<file path="src/rtl/core/lsfe_pkg.sv">
// Shared types, constants and an arithmetic helper for the LED strip frame encoder.
package lsfe_pkg;

    localparam int MAX_PIXELS   = 32;
    localparam int STRIP_LENGTH = 32;
    localparam int PIX_AW       = (MAX_PIXELS > 1) ? $clog2(MAX_PIXELS) : 1;
    localparam int PIX_W        = 24;
    localparam int COUNT_W      = 6;
    localparam int POS_W        = 6;
    localparam int BRIGHT_W     = 7;
    localparam int CFG_IDX_W    = 1;
    localparam int CFG_DATA_W   = 7;

    localparam logic [POS_W-1:0]    LAST_POS    = POS_W'(STRIP_LENGTH - 1);
    localparam logic [BRIGHT_W-1:0] BRIGHT_FULL = 7'd100;
    localparam logic [9:0]          HUE_MAX     = 10'd359;
    localparam logic [12:0]         DIV100_MUL  = 13'd5243;
    localparam int                  DIV100_SHIFT = 19;

    // command codes
    localparam logic [2:0] CMD_SET_RGB = 3'd0;
    localparam logic [2:0] CMD_SET_HSV = 3'd1;
    localparam logic [2:0] CMD_FILL    = 3'd2;
    localparam logic [2:0] CMD_CLEAR   = 3'd3;
    localparam logic [2:0] CMD_SHOW    = 3'd4;
    localparam logic [2:0] CMD_RELEASE = 3'd5;
    localparam logic [2:0] CMD_FLUSH   = 3'd6;

    // register indexes
    localparam logic [CFG_IDX_W-1:0] REG_LED_COUNT  = 1'd0;
    localparam logic [CFG_IDX_W-1:0] REG_BRIGHTNESS = 1'd1;

    typedef struct packed {
        logic [2:0] cmd;
        logic [7:0] index;
        logic [7:0] end_index;
        logic [7:0] red;
        logic [7:0] green;
        logic [7:0] blue;
        logic [9:0] hue;
        logic [7:0] saturation;
        logic [7:0] value;
        logic       link_busy;
    } item_t;

    typedef struct packed {
        logic [23:0]      grb_word;
        logic [POS_W-1:0] led_position;
        logic             last;
    } result_t;

    typedef enum logic [3:0] {
        OP_NONE,
        OP_SCALE_MUL,
        OP_SCALE_DIV,
        OP_HSV1,
        OP_HSV2,
        OP_HSV3,
        OP_HSV4,
        OP_WRITE,
        OP_SEND
    } dp_op_t;

    typedef struct packed {
        logic   load;
        logic   clear_store;
        dp_op_t op;
    } ctrl_t;

    typedef struct packed {
        logic write_ok;
        logic fill_last;
        logic send_last;
    } dp_status_t;

    // x / 255 for x below 65280 (the quotient fits in 8 bits)
    function automatic logic [7:0] div255(input logic [15:0] x);
        logic [16:0] s;
        s = {1'b0, x} + {9'd0, x[15:8]} + 17'd1;
        return s[15:8];
    endfunction

endpackage

</file>
<file path="src/rtl/core/lsfe_ram.sv">
// Generic single-write, single-read RAM with registered read data.
module lsfe_ram #(
    parameter int WIDTH = 8,
    parameter int DEPTH = 16
) (
    input  logic                                       clk,
    input  logic                                       we,
    input  logic [((DEPTH > 1) ? $clog2(DEPTH) : 1)-1:0] waddr,
    input  logic [WIDTH-1:0]                           wdata,
    input  logic [((DEPTH > 1) ? $clog2(DEPTH) : 1)-1:0] raddr,
    output logic [WIDTH-1:0]                           rdata
);

    logic [WIDTH-1:0] mem_reg [DEPTH];
    logic [WIDTH-1:0] rdata_reg;

    always_ff @(posedge clk)
    begin
        if (we)
        begin
            mem_reg[waddr] <= wdata;
        end
        rdata_reg <= mem_reg[raddr];
    end

    assign rdata = rdata_reg;

endmodule

</file>
<file path="src/rtl/core/lsfe_datapath.sv">
// Datapath: config registers, color arithmetic, pixel store and frame output stage.
module lsfe_datapath (
    input  logic                             clk,
    input  logic                             rst_n,
    input  lsfe_pkg::item_t                  item,
    input  logic                             cfg_we,
    input  logic [lsfe_pkg::CFG_IDX_W-1:0]   cfg_index,
    input  logic [lsfe_pkg::CFG_DATA_W-1:0]  cfg_data,
    input  lsfe_pkg::ctrl_t                  ctrl,
    output lsfe_pkg::dp_status_t             status,
    output logic                             result_valid,
    output lsfe_pkg::result_t                result
);

    logic [lsfe_pkg::COUNT_W-1:0]    count_reg;
    logic [lsfe_pkg::BRIGHT_W-1:0]   bright_reg;
    logic [lsfe_pkg::COUNT_W-1:0]    ptr_reg;
    logic [lsfe_pkg::COUNT_W-1:0]    end_reg;
    logic [lsfe_pkg::MAX_PIXELS-1:0] vld_reg;
    logic                            s1_valid_reg;
    logic                            s1_use_reg;
    logic [lsfe_pkg::POS_W-1:0]      s1_pos_reg;

    lsfe_pkg::item_t  it_reg;
    logic [2:0][14:0] prod_reg;
    logic [2:0][7:0]  sc_reg;
    logic [2:0]       region_reg;
    logic [7:0]       rem_reg;
    logic [15:0]      a0_reg;
    logic [15:0]      a1_reg;
    logic [15:0]      a2_reg;
    logic [7:0]       p_reg;
    logic [7:0]       q_reg;
    logic [7:0]       t_reg;

    logic                           idx_lt;
    logic [lsfe_pkg::COUNT_W-1:0]   end_cl;
    logic                           is_send_cmd;
    logic                           hsv;
    logic [2:0][7:0]                lane;
    logic [8:0]                     h9;
    logic [2:0]                     region;
    logic [8:0]                     base;
    logic [5:0]                     hmod;
    logic [9:0]                     m17;
    logic [7:0]                     px_r;
    logic [7:0]                     px_g;
    logic [7:0]                     px_b;
    logic [lsfe_pkg::PIX_W-1:0]     pix;
    logic [lsfe_pkg::PIX_W-1:0]     ram_q;
    logic [lsfe_pkg::PIX_AW-1:0]    addr;
    logic                           do_write;
    logic [5:0]                     cfg_cnt;

    // status: write check from the offered item, used on the accepting edge; last flags from the pointer
    always_comb
    begin
        idx_lt = item.index < {2'b00, count_reg};
        if (item.end_index >= {2'b00, count_reg})
        begin
            end_cl = count_reg - 1'b1;
        end
        else
        begin
            end_cl = item.end_index[lsfe_pkg::COUNT_W-1:0];
        end
        is_send_cmd = (item.cmd == lsfe_pkg::CMD_SHOW) || (item.cmd == lsfe_pkg::CMD_RELEASE)
                   || (item.cmd == lsfe_pkg::CMD_FLUSH);
        status.write_ok  = idx_lt && ((item.cmd != lsfe_pkg::CMD_FILL)
                         || (item.index[lsfe_pkg::COUNT_W-1:0] <= end_cl));
        status.fill_last = ptr_reg == end_reg;
        status.send_last = ptr_reg == lsfe_pkg::LAST_POS;
    end

    assign hsv      = it_reg.cmd == lsfe_pkg::CMD_SET_HSV;
    assign lane[0]  = hsv ? it_reg.value : it_reg.red;
    assign lane[1]  = it_reg.green;
    assign lane[2]  = it_reg.blue;
    assign addr     = ptr_reg[lsfe_pkg::PIX_AW-1:0];
    assign do_write = ctrl.op == lsfe_pkg::OP_WRITE;

    // hue region and scaled remainder
    always_comb
    begin
        h9 = (it_reg.hue > lsfe_pkg::HUE_MAX) ? 9'd359 : it_reg.hue[8:0];
        if (h9 >= 9'd300)
        begin
            region = 3'd5;
            base   = 9'd300;
        end
        else if (h9 >= 9'd240)
        begin
            region = 3'd4;
            base   = 9'd240;
        end
        else if (h9 >= 9'd180)
        begin
            region = 3'd3;
            base   = 9'd180;
        end
        else if (h9 >= 9'd120)
        begin
            region = 3'd2;
            base   = 9'd120;
        end
        else if (h9 >= 9'd60)
        begin
            region = 3'd1;
            base   = 9'd60;
        end
        else
        begin
            region = 3'd0;
            base   = 9'd0;
        end
        hmod = 6'(h9 - base);
        // (hmod * 255) / 60 == (hmod * 17) / 4
        m17  = {hmod, 4'b0000} + {4'b0000, hmod};
    end

    // final pixel color
    always_comb
    begin
        if (!hsv)
        begin
            px_r = sc_reg[0];
            px_g = sc_reg[1];
            px_b = sc_reg[2];
        end
        else if (it_reg.saturation == 8'd0)
        begin
            px_r = sc_reg[0];
            px_g = sc_reg[0];
            px_b = sc_reg[0];
        end
        else
        begin
            case (region_reg)
                3'd0:
                begin
                    px_r = sc_reg[0];
                    px_g = t_reg;
                    px_b = p_reg;
                end
                3'd1:
                begin
                    px_r = q_reg;
                    px_g = sc_reg[0];
                    px_b = p_reg;
                end
                3'd2:
                begin
                    px_r = p_reg;
                    px_g = sc_reg[0];
                    px_b = t_reg;
                end
                3'd3:
                begin
                    px_r = p_reg;
                    px_g = q_reg;
                    px_b = sc_reg[0];
                end
                3'd4:
                begin
                    px_r = t_reg;
                    px_g = p_reg;
                    px_b = sc_reg[0];
                end
                default:
                begin
                    px_r = sc_reg[0];
                    px_g = p_reg;
                    px_b = q_reg;
                end
            endcase
        end
        pix = {px_g, px_r, px_b};
    end

    assign cfg_cnt = cfg_data[5:0];

    // control registers
    always_ff @(posedge clk or negedge rst_n)
    begin
        if (!rst_n)
        begin
            count_reg    <= '0;
            bright_reg   <= lsfe_pkg::BRIGHT_FULL;
            ptr_reg      <= '0;
            end_reg      <= '0;
            vld_reg      <= '0;
            s1_valid_reg <= 1'b0;
        end
        else
        begin
            if (cfg_we && (cfg_index == lsfe_pkg::REG_LED_COUNT))
            begin
                count_reg <= ({1'b0, cfg_cnt} > 7'(lsfe_pkg::MAX_PIXELS))
                           ? lsfe_pkg::COUNT_W'(lsfe_pkg::MAX_PIXELS) : cfg_cnt;
            end
            if (cfg_we && (cfg_index == lsfe_pkg::REG_BRIGHTNESS))
            begin
                bright_reg <= (cfg_data > lsfe_pkg::BRIGHT_FULL) ? lsfe_pkg::BRIGHT_FULL
                            : cfg_data;
            end
            if (ctrl.load)
            begin
                ptr_reg <= is_send_cmd ? '0 : item.index[lsfe_pkg::COUNT_W-1:0];
                end_reg <= (item.cmd == lsfe_pkg::CMD_FILL) ? end_cl
                         : item.index[lsfe_pkg::COUNT_W-1:0];
            end
            else if (do_write || (ctrl.op == lsfe_pkg::OP_SEND))
            begin
                ptr_reg <= ptr_reg + 1'b1;
            end
            if (ctrl.clear_store)
            begin
                vld_reg <= '0;
            end
            else if (do_write)
            begin
                vld_reg[addr] <= 1'b1;
            end
            s1_valid_reg <= ctrl.op == lsfe_pkg::OP_SEND;
        end
    end

    // payload registers
    always_ff @(posedge clk)
    begin
        if (ctrl.load)
        begin
            it_reg <= item;
        end
        case (ctrl.op)
            lsfe_pkg::OP_SCALE_MUL:
            begin
                for (int c = 0; c < 3; c++)
                begin
                    prod_reg[c] <= 15'(lane[c] * bright_reg);
                end
                region_reg <= region;
                rem_reg    <= m17[9:2];
            end
            lsfe_pkg::OP_SCALE_DIV:
            begin
                for (int c = 0; c < 3; c++)
                begin
                    if (bright_reg < lsfe_pkg::BRIGHT_FULL)
                    begin
                        sc_reg[c] <= 8'((28'(prod_reg[c]) * 28'(lsfe_pkg::DIV100_MUL))
                                     >> lsfe_pkg::DIV100_SHIFT);
                    end
                    else
                    begin
                        sc_reg[c] <= lane[c];
                    end
                end
            end
            lsfe_pkg::OP_HSV1:
            begin
                a0_reg <= 16'(sc_reg[0] * (8'd255 - it_reg.saturation));
                a1_reg <= 16'(it_reg.saturation * rem_reg);
                a2_reg <= 16'(it_reg.saturation * (8'd255 - rem_reg));
            end
            lsfe_pkg::OP_HSV2:
            begin
                p_reg <= lsfe_pkg::div255(a0_reg);
                q_reg <= lsfe_pkg::div255(a1_reg);
                t_reg <= lsfe_pkg::div255(a2_reg);
            end
            lsfe_pkg::OP_HSV3:
            begin
                a1_reg <= 16'(sc_reg[0] * (8'd255 - q_reg));
                a2_reg <= 16'(sc_reg[0] * (8'd255 - t_reg));
            end
            lsfe_pkg::OP_HSV4:
            begin
                q_reg <= lsfe_pkg::div255(a1_reg);
                t_reg <= lsfe_pkg::div255(a2_reg);
            end
            default:
            begin
            end
        endcase
        s1_pos_reg <= ptr_reg;
        s1_use_reg <= (ptr_reg < count_reg) && vld_reg[addr];
    end

    lsfe_ram #(
        .WIDTH (lsfe_pkg::PIX_W),
        .DEPTH (lsfe_pkg::MAX_PIXELS)
    ) u_store (
        .clk   (clk),
        .we    (do_write),
        .waddr (addr),
        .wdata (pix),
        .raddr (addr),
        .rdata (ram_q)
    );

    assign result_valid        = s1_valid_reg;
    assign result.grb_word     = s1_use_reg ? ram_q : '0;
    assign result.led_position = s1_pos_reg;
    assign result.last         = s1_pos_reg == lsfe_pkg::LAST_POS;

endmodule

</file>
<file path="src/rtl/core/lsfe_ctrl.sv">
// Controller: command sequencing state machine and blank-frame flag.
module lsfe_ctrl (
    input  logic                 clk,
    input  logic                 rst_n,
    input  logic                 start,
    input  logic [2:0]           cmd,
    input  logic                 link_busy,
    input  lsfe_pkg::dp_status_t status,
    output lsfe_pkg::ctrl_t      ctrl,
    output logic                 busy
);

    typedef enum logic [3:0] {
        S_IDLE,
        S_SCALE_MUL,
        S_SCALE_DIV,
        S_HSV1,
        S_HSV2,
        S_HSV3,
        S_HSV4,
        S_WRITE,
        S_SEND,
        S_DRAIN
    } state_t;

    state_t     state_reg;
    state_t     state_next;
    logic [2:0] cmd_reg;
    logic [2:0] cmd_next;
    logic       blank_reg;
    logic       blank_next;
    logic       busy_reg;
    logic       accept;

    assign accept = start && !busy_reg;

    always_comb
    begin
        state_next       = state_reg;
        cmd_next         = cmd_reg;
        blank_next       = blank_reg;
        ctrl.load        = accept;
        ctrl.clear_store = 1'b0;
        ctrl.op          = lsfe_pkg::OP_NONE;
        case (state_reg)
            S_IDLE:
            begin
                if (accept)
                begin
                    cmd_next = cmd;
                    case (cmd)
                        lsfe_pkg::CMD_SET_RGB,
                        lsfe_pkg::CMD_SET_HSV,
                        lsfe_pkg::CMD_FILL:
                        begin
                            if (status.write_ok)
                            begin
                                state_next = S_SCALE_MUL;
                            end
                        end
                        lsfe_pkg::CMD_CLEAR:
                        begin
                            ctrl.clear_store = 1'b1;
                        end
                        lsfe_pkg::CMD_SHOW:
                        begin
                            if (!link_busy)
                            begin
                                state_next = S_SEND;
                                blank_next = 1'b0;
                            end
                        end
                        lsfe_pkg::CMD_RELEASE:
                        begin
                            ctrl.clear_store = 1'b1;
                            blank_next       = link_busy;
                            if (!link_busy)
                            begin
                                state_next = S_SEND;
                            end
                        end
                        lsfe_pkg::CMD_FLUSH:
                        begin
                            if (blank_reg && !link_busy)
                            begin
                                state_next = S_SEND;
                                blank_next = 1'b0;
                            end
                        end
                        default:
                        begin
                        end
                    endcase
                end
            end
            S_SCALE_MUL:
            begin
                ctrl.op    = lsfe_pkg::OP_SCALE_MUL;
                state_next = S_SCALE_DIV;
            end
            S_SCALE_DIV:
            begin
                ctrl.op    = lsfe_pkg::OP_SCALE_DIV;
                state_next = (cmd_reg == lsfe_pkg::CMD_SET_HSV) ? S_HSV1 : S_WRITE;
            end
            S_HSV1:
            begin
                ctrl.op    = lsfe_pkg::OP_HSV1;
                state_next = S_HSV2;
            end
            S_HSV2:
            begin
                ctrl.op    = lsfe_pkg::OP_HSV2;
                state_next = S_HSV3;
            end
            S_HSV3:
            begin
                ctrl.op    = lsfe_pkg::OP_HSV3;
                state_next = S_HSV4;
            end
            S_HSV4:
            begin
                ctrl.op    = lsfe_pkg::OP_HSV4;
                state_next = S_WRITE;
            end
            S_WRITE:
            begin
                ctrl.op = lsfe_pkg::OP_WRITE;
                if (status.fill_last)
                begin
                    state_next = S_IDLE;
                end
            end
            S_SEND:
            begin
                ctrl.op = lsfe_pkg::OP_SEND;
                if (status.send_last)
                begin
                    state_next = S_DRAIN;
                end
            end
            S_DRAIN:
            begin
                state_next = S_IDLE;
            end
            default:
            begin
                state_next = S_IDLE;
            end
        endcase
    end

    always_ff @(posedge clk or negedge rst_n)
    begin
        if (!rst_n)
        begin
            state_reg <= S_IDLE;
            cmd_reg   <= lsfe_pkg::CMD_SET_RGB;
            blank_reg <= 1'b0;
            busy_reg  <= 1'b0;
        end
        else
        begin
            state_reg <= state_next;
            cmd_reg   <= cmd_next;
            blank_reg <= blank_next;
            busy_reg  <= state_next != S_IDLE;
        end
    end

    assign busy = busy_reg;

endmodule

</file>
<file path="src/rtl/core/led_strip_frame_encoder.sv">
// Top level of the LED strip frame encoder: controller plus datapath.
//
// Channel    | Handshake                     | Payload
// -----------+-------------------------------+---------------------------------
// command    | start, busy (take: start&!busy)| item   (lsfe_pkg::item_t)
// frame out  | result_valid, one-cycle strobe | result (lsfe_pkg::result_t)
// config     | cfg_we, cfg_index              | cfg_data (7 bits)
//
// Busy rises at the accepting edge and holds while a transaction runs: set rgb
// through scale and write, set hsv through scale, the four conversion steps and
// write, fill through scale and one write per pixel, a sent frame through one
// store read per strip position via the registered RAM port, then the last word;
// clear and refused or empty commands leave busy low, so the next transaction can
// be taken at the very next edge. Busy stays up until the last frame word is out.
// Reset clears the store at once through per-pixel valid bits; no clearing pass.
// The receiver cannot stall: each frame word is presented for exactly one cycle.
module led_strip_frame_encoder (
    input  logic                             clk,
    input  logic                             rst_n,
    input  logic                             start,
    output logic                             busy,
    input  lsfe_pkg::item_t                  item,
    output logic                             result_valid,
    output lsfe_pkg::result_t                result,
    input  logic                             cfg_we,
    input  logic [lsfe_pkg::CFG_IDX_W-1:0]   cfg_index,
    input  logic [lsfe_pkg::CFG_DATA_W-1:0]  cfg_data
);

    // command and status between sequencer and datapath
    lsfe_pkg::ctrl_t      ctrl;
    lsfe_pkg::dp_status_t status;

    // sequence each transaction: scale, convert, write or walk the strip
    lsfe_ctrl u_ctrl (
        .clk       (clk),
        .rst_n     (rst_n),
        .start     (start),
        .cmd       (item.cmd),
        .link_busy (item.link_busy),
        .status    (status),
        .ctrl      (ctrl),
        .busy      (busy)
    );

    // hold config, compute colors, store pixels and drive frame words
    lsfe_datapath u_dp (
        .clk          (clk),
        .rst_n        (rst_n),
        .item         (item),
        .cfg_we       (cfg_we),
        .cfg_index    (cfg_index),
        .cfg_data     (cfg_data),
        .ctrl         (ctrl),
        .status       (status),
        .result_valid (result_valid),
        .result       (result)
    );

endmodule

</file>
<file path="config.mk">
export PLATFORM = sky130hd
export DESIGN_NAME = led_strip_frame_encoder
export DESIGN_NICKNAME = d
export VERILOG_FILES = /design/src/rtl/core/lsfe_pkg.sv /design/src/rtl/core/lsfe_ram.sv /design/src/rtl/core/lsfe_datapath.sv /design/src/rtl/core/lsfe_ctrl.sv /design/src/rtl/core/led_strip_frame_encoder.sv
export SDC_FILE = /design/constraint.sdc
export NUM_CORES = 2
export LEC_CHECK = 0
export ABC_AREA = 1
export BUFFER_PORTS_ARGS = -buffer_cell sky130_fd_sc_hd__buf_2
export CAP_MARGIN = 30
export CORE_UTILIZATION = 55
export CTS_CLUSTER_DIAMETER = 60
export DETAILED_ROUTE_END_ITERATION = 10
export GPL_TIMING_DRIVEN = 0
export PLACE_DENSITY = 0.82
export SYNTH_ARGS = -nofsm -noshare
export SYNTH_HDL_FRONTEND = slang
export SYNTH_HIERARCHICAL = 1
export SYNTH_SLANG_ARGS = --single-unit
</file>
<file path="constraint.sdc">
create_clock -name clk -period 9.9 [get_ports clk]
set_input_delay 1.485 -clock clk [delete_from_list [all_inputs] [get_ports clk]]
set_output_delay 1.485 -clock clk [all_outputs]
set_load 0.1 [all_outputs]
</file>
==> impl_results.md <==
* Share of cells above drive strength 1 at 8.05%
* Num rows at between 100 and 150
* CP max-delay cell: fa_1
* CP max stage delay at a little under 600 ps
* DR WL/cell at ~21 um
* Gpl congestion at around 1
* Initial antenna violation count at 8
* Worst reg-to-reg path cell count at 23
* Endpoints failing hold at 0
* DR vias/cell at 5.77
* Share of flip-flops with an asynchronous set or reset at 6.26%
* DRT iter0 DRCs at around 6500
* Total grt overflow at 0
* Register bit total from synthesis at about 1100
* Die W at around 370 um
* Commonest non-fill, non-tap cell in the layout: nand2_1
* Worst slew pin tran at roughly 1100 ps
* ANT nets after route at 0
* Core area at 132000 um2
* Setup CP Type: register to register
* RSZ-0062 raised after global routing: no
* R2r startpoint: u_dp/it_reg[69]
* Data required, critical path at slightly above 10000 ps
* R2R Setup Slk at 3990 ps
* Synth Instances at a little under 8000
* Vias at ~58000
* CTS sink cnt at about 1100
* Clk slew on worst S/H paths at 60 ps
* Top FF cell, synth: edfxtp_1
* Post-synth EDFFs at 973
* Critical path launch point type: register
* Final slew viol count at 0
* Cell Area, Synth at approximately 74000 um2
* Max_slew headroom at between 20 and 30%
* Multi-input logic area at between 30000 and 40000 um2
* Resized Gates After CTS at 0
* TritonCTS Buffers at 114
* Synth Area per Inst at about 9.4 um2
* Maximum fanout along the worst path at 10
* Yosys top cell by area: edfxtp_1
* First drt pass iteration count at 7
* Final setup violation count at 0
* Synth cell types at 68
* Post-CTS setup buffers at 0
* Post-synth top area share at around 40%
* Vias in the first global route at 58400
* Die area at approximately 140000 um2
* Max reg flops at ~770
* Clk_skew at slightly above 60 ps
* DRC errors left at 0
* Starting Density at between 50% and 60%
* Worst min path class: register to register
* Root buffer cell: clkbuf_16
* Clock H-tree levels at 3
* P&R area growth vs syn at 10.9%
* Worst-path cell chain: nor2_1 > nand2_2 > inv_2 > buf_2 > or2_1 > o21ai_1 > inv_2 > nand2_1 > fa_1 > fa_1 > fa_1 > inv_1 > fa_1 > ha_1 > inv_1 > nor3_1 > a21oi_1 > inv_1 > nand2_1 > nand2_1 > nand2_1 > nand3_1 > nand2_1
* Register area share after synthesis at between 40 and 50%
* CTS tree: yes
* Final worst path period share at about three fifths
* Port Buf Inserts at 114
* Crit path to: u_dp/prod_reg[12]
* Clock latency on the worst-skew pair at about 800 ps
* F_max at 169 MHz
* First-pass GRT wire length at approximately 320000 um
* Synth top area cells: edfxtp_1 (40%), fa_1 (13%), ha_1 (11%), nand2_1 (11%), inv_1 (6.0%)
* Crit path top cell by count: nand2_1
* IO Pins at approximately 120
* Hold buffer count at cts at 0
* Max Root-Sink Buffers at 3
* Yosys Warn Count at 6
* Setup TNS at 0 ps
* Most frequent cells in the layout: nand2_1 (2112), inv_1 (1172), edfxtp_1 (973)
* RR Endpoint: u_dp/prod_reg[12]
* Final WL at ~210000 um
* Final min period at between 5000 and 6000 ps
* Fillers at between 10000 and 15000
* Crit path launch: u_dp/it_reg[69]
* Critical Path End Type: register
* WP data arrival at 6370 ps
* Dpl hpwl at roughly 160000 um
* Die Y at between 300 and 400 um
* Outcome: finished, final reports clean
* Mapped Nets at between 9000 and 10000
* Max-cap viol count at 0
* Total global-route track usage at 30.8%
* Nets@finish at slightly above 9000
* Sequential cell area at roughly 32000 um2
* Largest net degree at the start of global routing at 68
## worst max-delay path: cells and delay by family (launching register included)
| family | cells | cell delay [ps] |
|---|---|---|
| flops | 1 | 360 |
| compound gates | 2 | 350 |
| simple gates | 10 | 1300 |
| buf+inv | 6 | 1260 |
| fa+ha+maj | 5 | 2330 |
## cell type report
| type | instances | area share, % |
|---|---|---|
| multi-input combinational | 5281 | 44.5 |
| sequential | 1071 | 38.6 |
| inverter | 1205 | 5.55 |
| clock buffer | 136 | 3.61 |
| tap | 1755 | 2.69 |
| timing repair buffer | 172 | 2.08 |
| buffer | 280 | 1.92 |
| clock inverter | 71 | 1.03 |
| antenna | 2 | 0.00613 |
## synthesized netlist by cell type, drive strengths merged (10+ instances only)
master / n
a21o: 11
a21oi: 284
a31oi: 10
buf: 184
clkbuf: 96
dfrtp: 64
dfxtp: 31
edfxtp: 973
fa: 477
ha: 634
inv: 1198
nand2: 2122
nand3: 761
nand4: 53
nor2: 503
nor3: 47
o211ai: 13
o21ai: 191
o21bai: 17
o221ai: 10
or2: 14
xnor2: 27
xor2: 53
## cells by family (layout without fill, tap and decap cells)
family,Yosys count,in the layout,share of synthesized area (%)
buffers and inverters,1485,1864,8.29
AO/OA/AOI/OAI,574,574,4.35
multiplexers,2,2,0.0272
adder cells (fa/ha/maj),1111,1111,23.8
flip-flops,1071,1071,42.8
other,0,2,0
XOR/XNOR,80,80,0.952
AND/OR/NAND/NOR,3514,3514,19.8
## stage by stage
| stage | cells | area [um2] | setup slack [ps] | util [%] | hold WS [ps] |
|---|---|---|---|---|---|
| after floorplan | 7837 | 73600 | 4580 | - | 412 |
| after global placement | 9706 | 76400 | 1940 | 57.8 | 449 |
| after detailed placement | 9764 | 77900 | 4120 | 58.9 | 446 |
| after CTS | 9971 | 81700 | 4040 | 61.8 | 468 |
| after global routing | 9972 | 81700 | 3660 | 61.8 | 491 |
| final | 9973 | 81700 | 3990 | 61.8 | 469 |
## worst min-delay path by stage
stage                               endpoint            start  cells after the start  slack [ps]
after detailed placement  u_dp/s1_pos_reg[5]  u_dp/ptr_reg[5]                      0         450
after global placement    u_dp/s1_pos_reg[5]  u_dp/ptr_reg[5]                      0         450
final                     u_dp/s1_pos_reg[5]  u_dp/ptr_reg[5]                      0         470
after global routing      u_dp/s1_pos_reg[5]  u_dp/ptr_reg[5]                      0         490
after CTS                 u_dp/s1_pos_reg[5]  u_dp/ptr_reg[5]                      0         470
after floorplan           u_dp/s1_pos_reg[5]  u_dp/ptr_reg[5]                      0         410
## layer usage
metal / part of all wire, % / vias up / track usage, % / wire length [um]
met5: 0.053 / - / 0 / 111
met4: 5.5 / 8 / 14.9 / 11500
met3: 12 / 734 / 7.19 / 23900
met2: 46 / 3177 / 50.4 / 96200
met1: 37 / 27600 / 38.7 / 76100
li1: - / 26100 / - / -
Power is not shown: default switching activity piles up to over one toggle a cycle in this logic, so the estimate is an artifact.
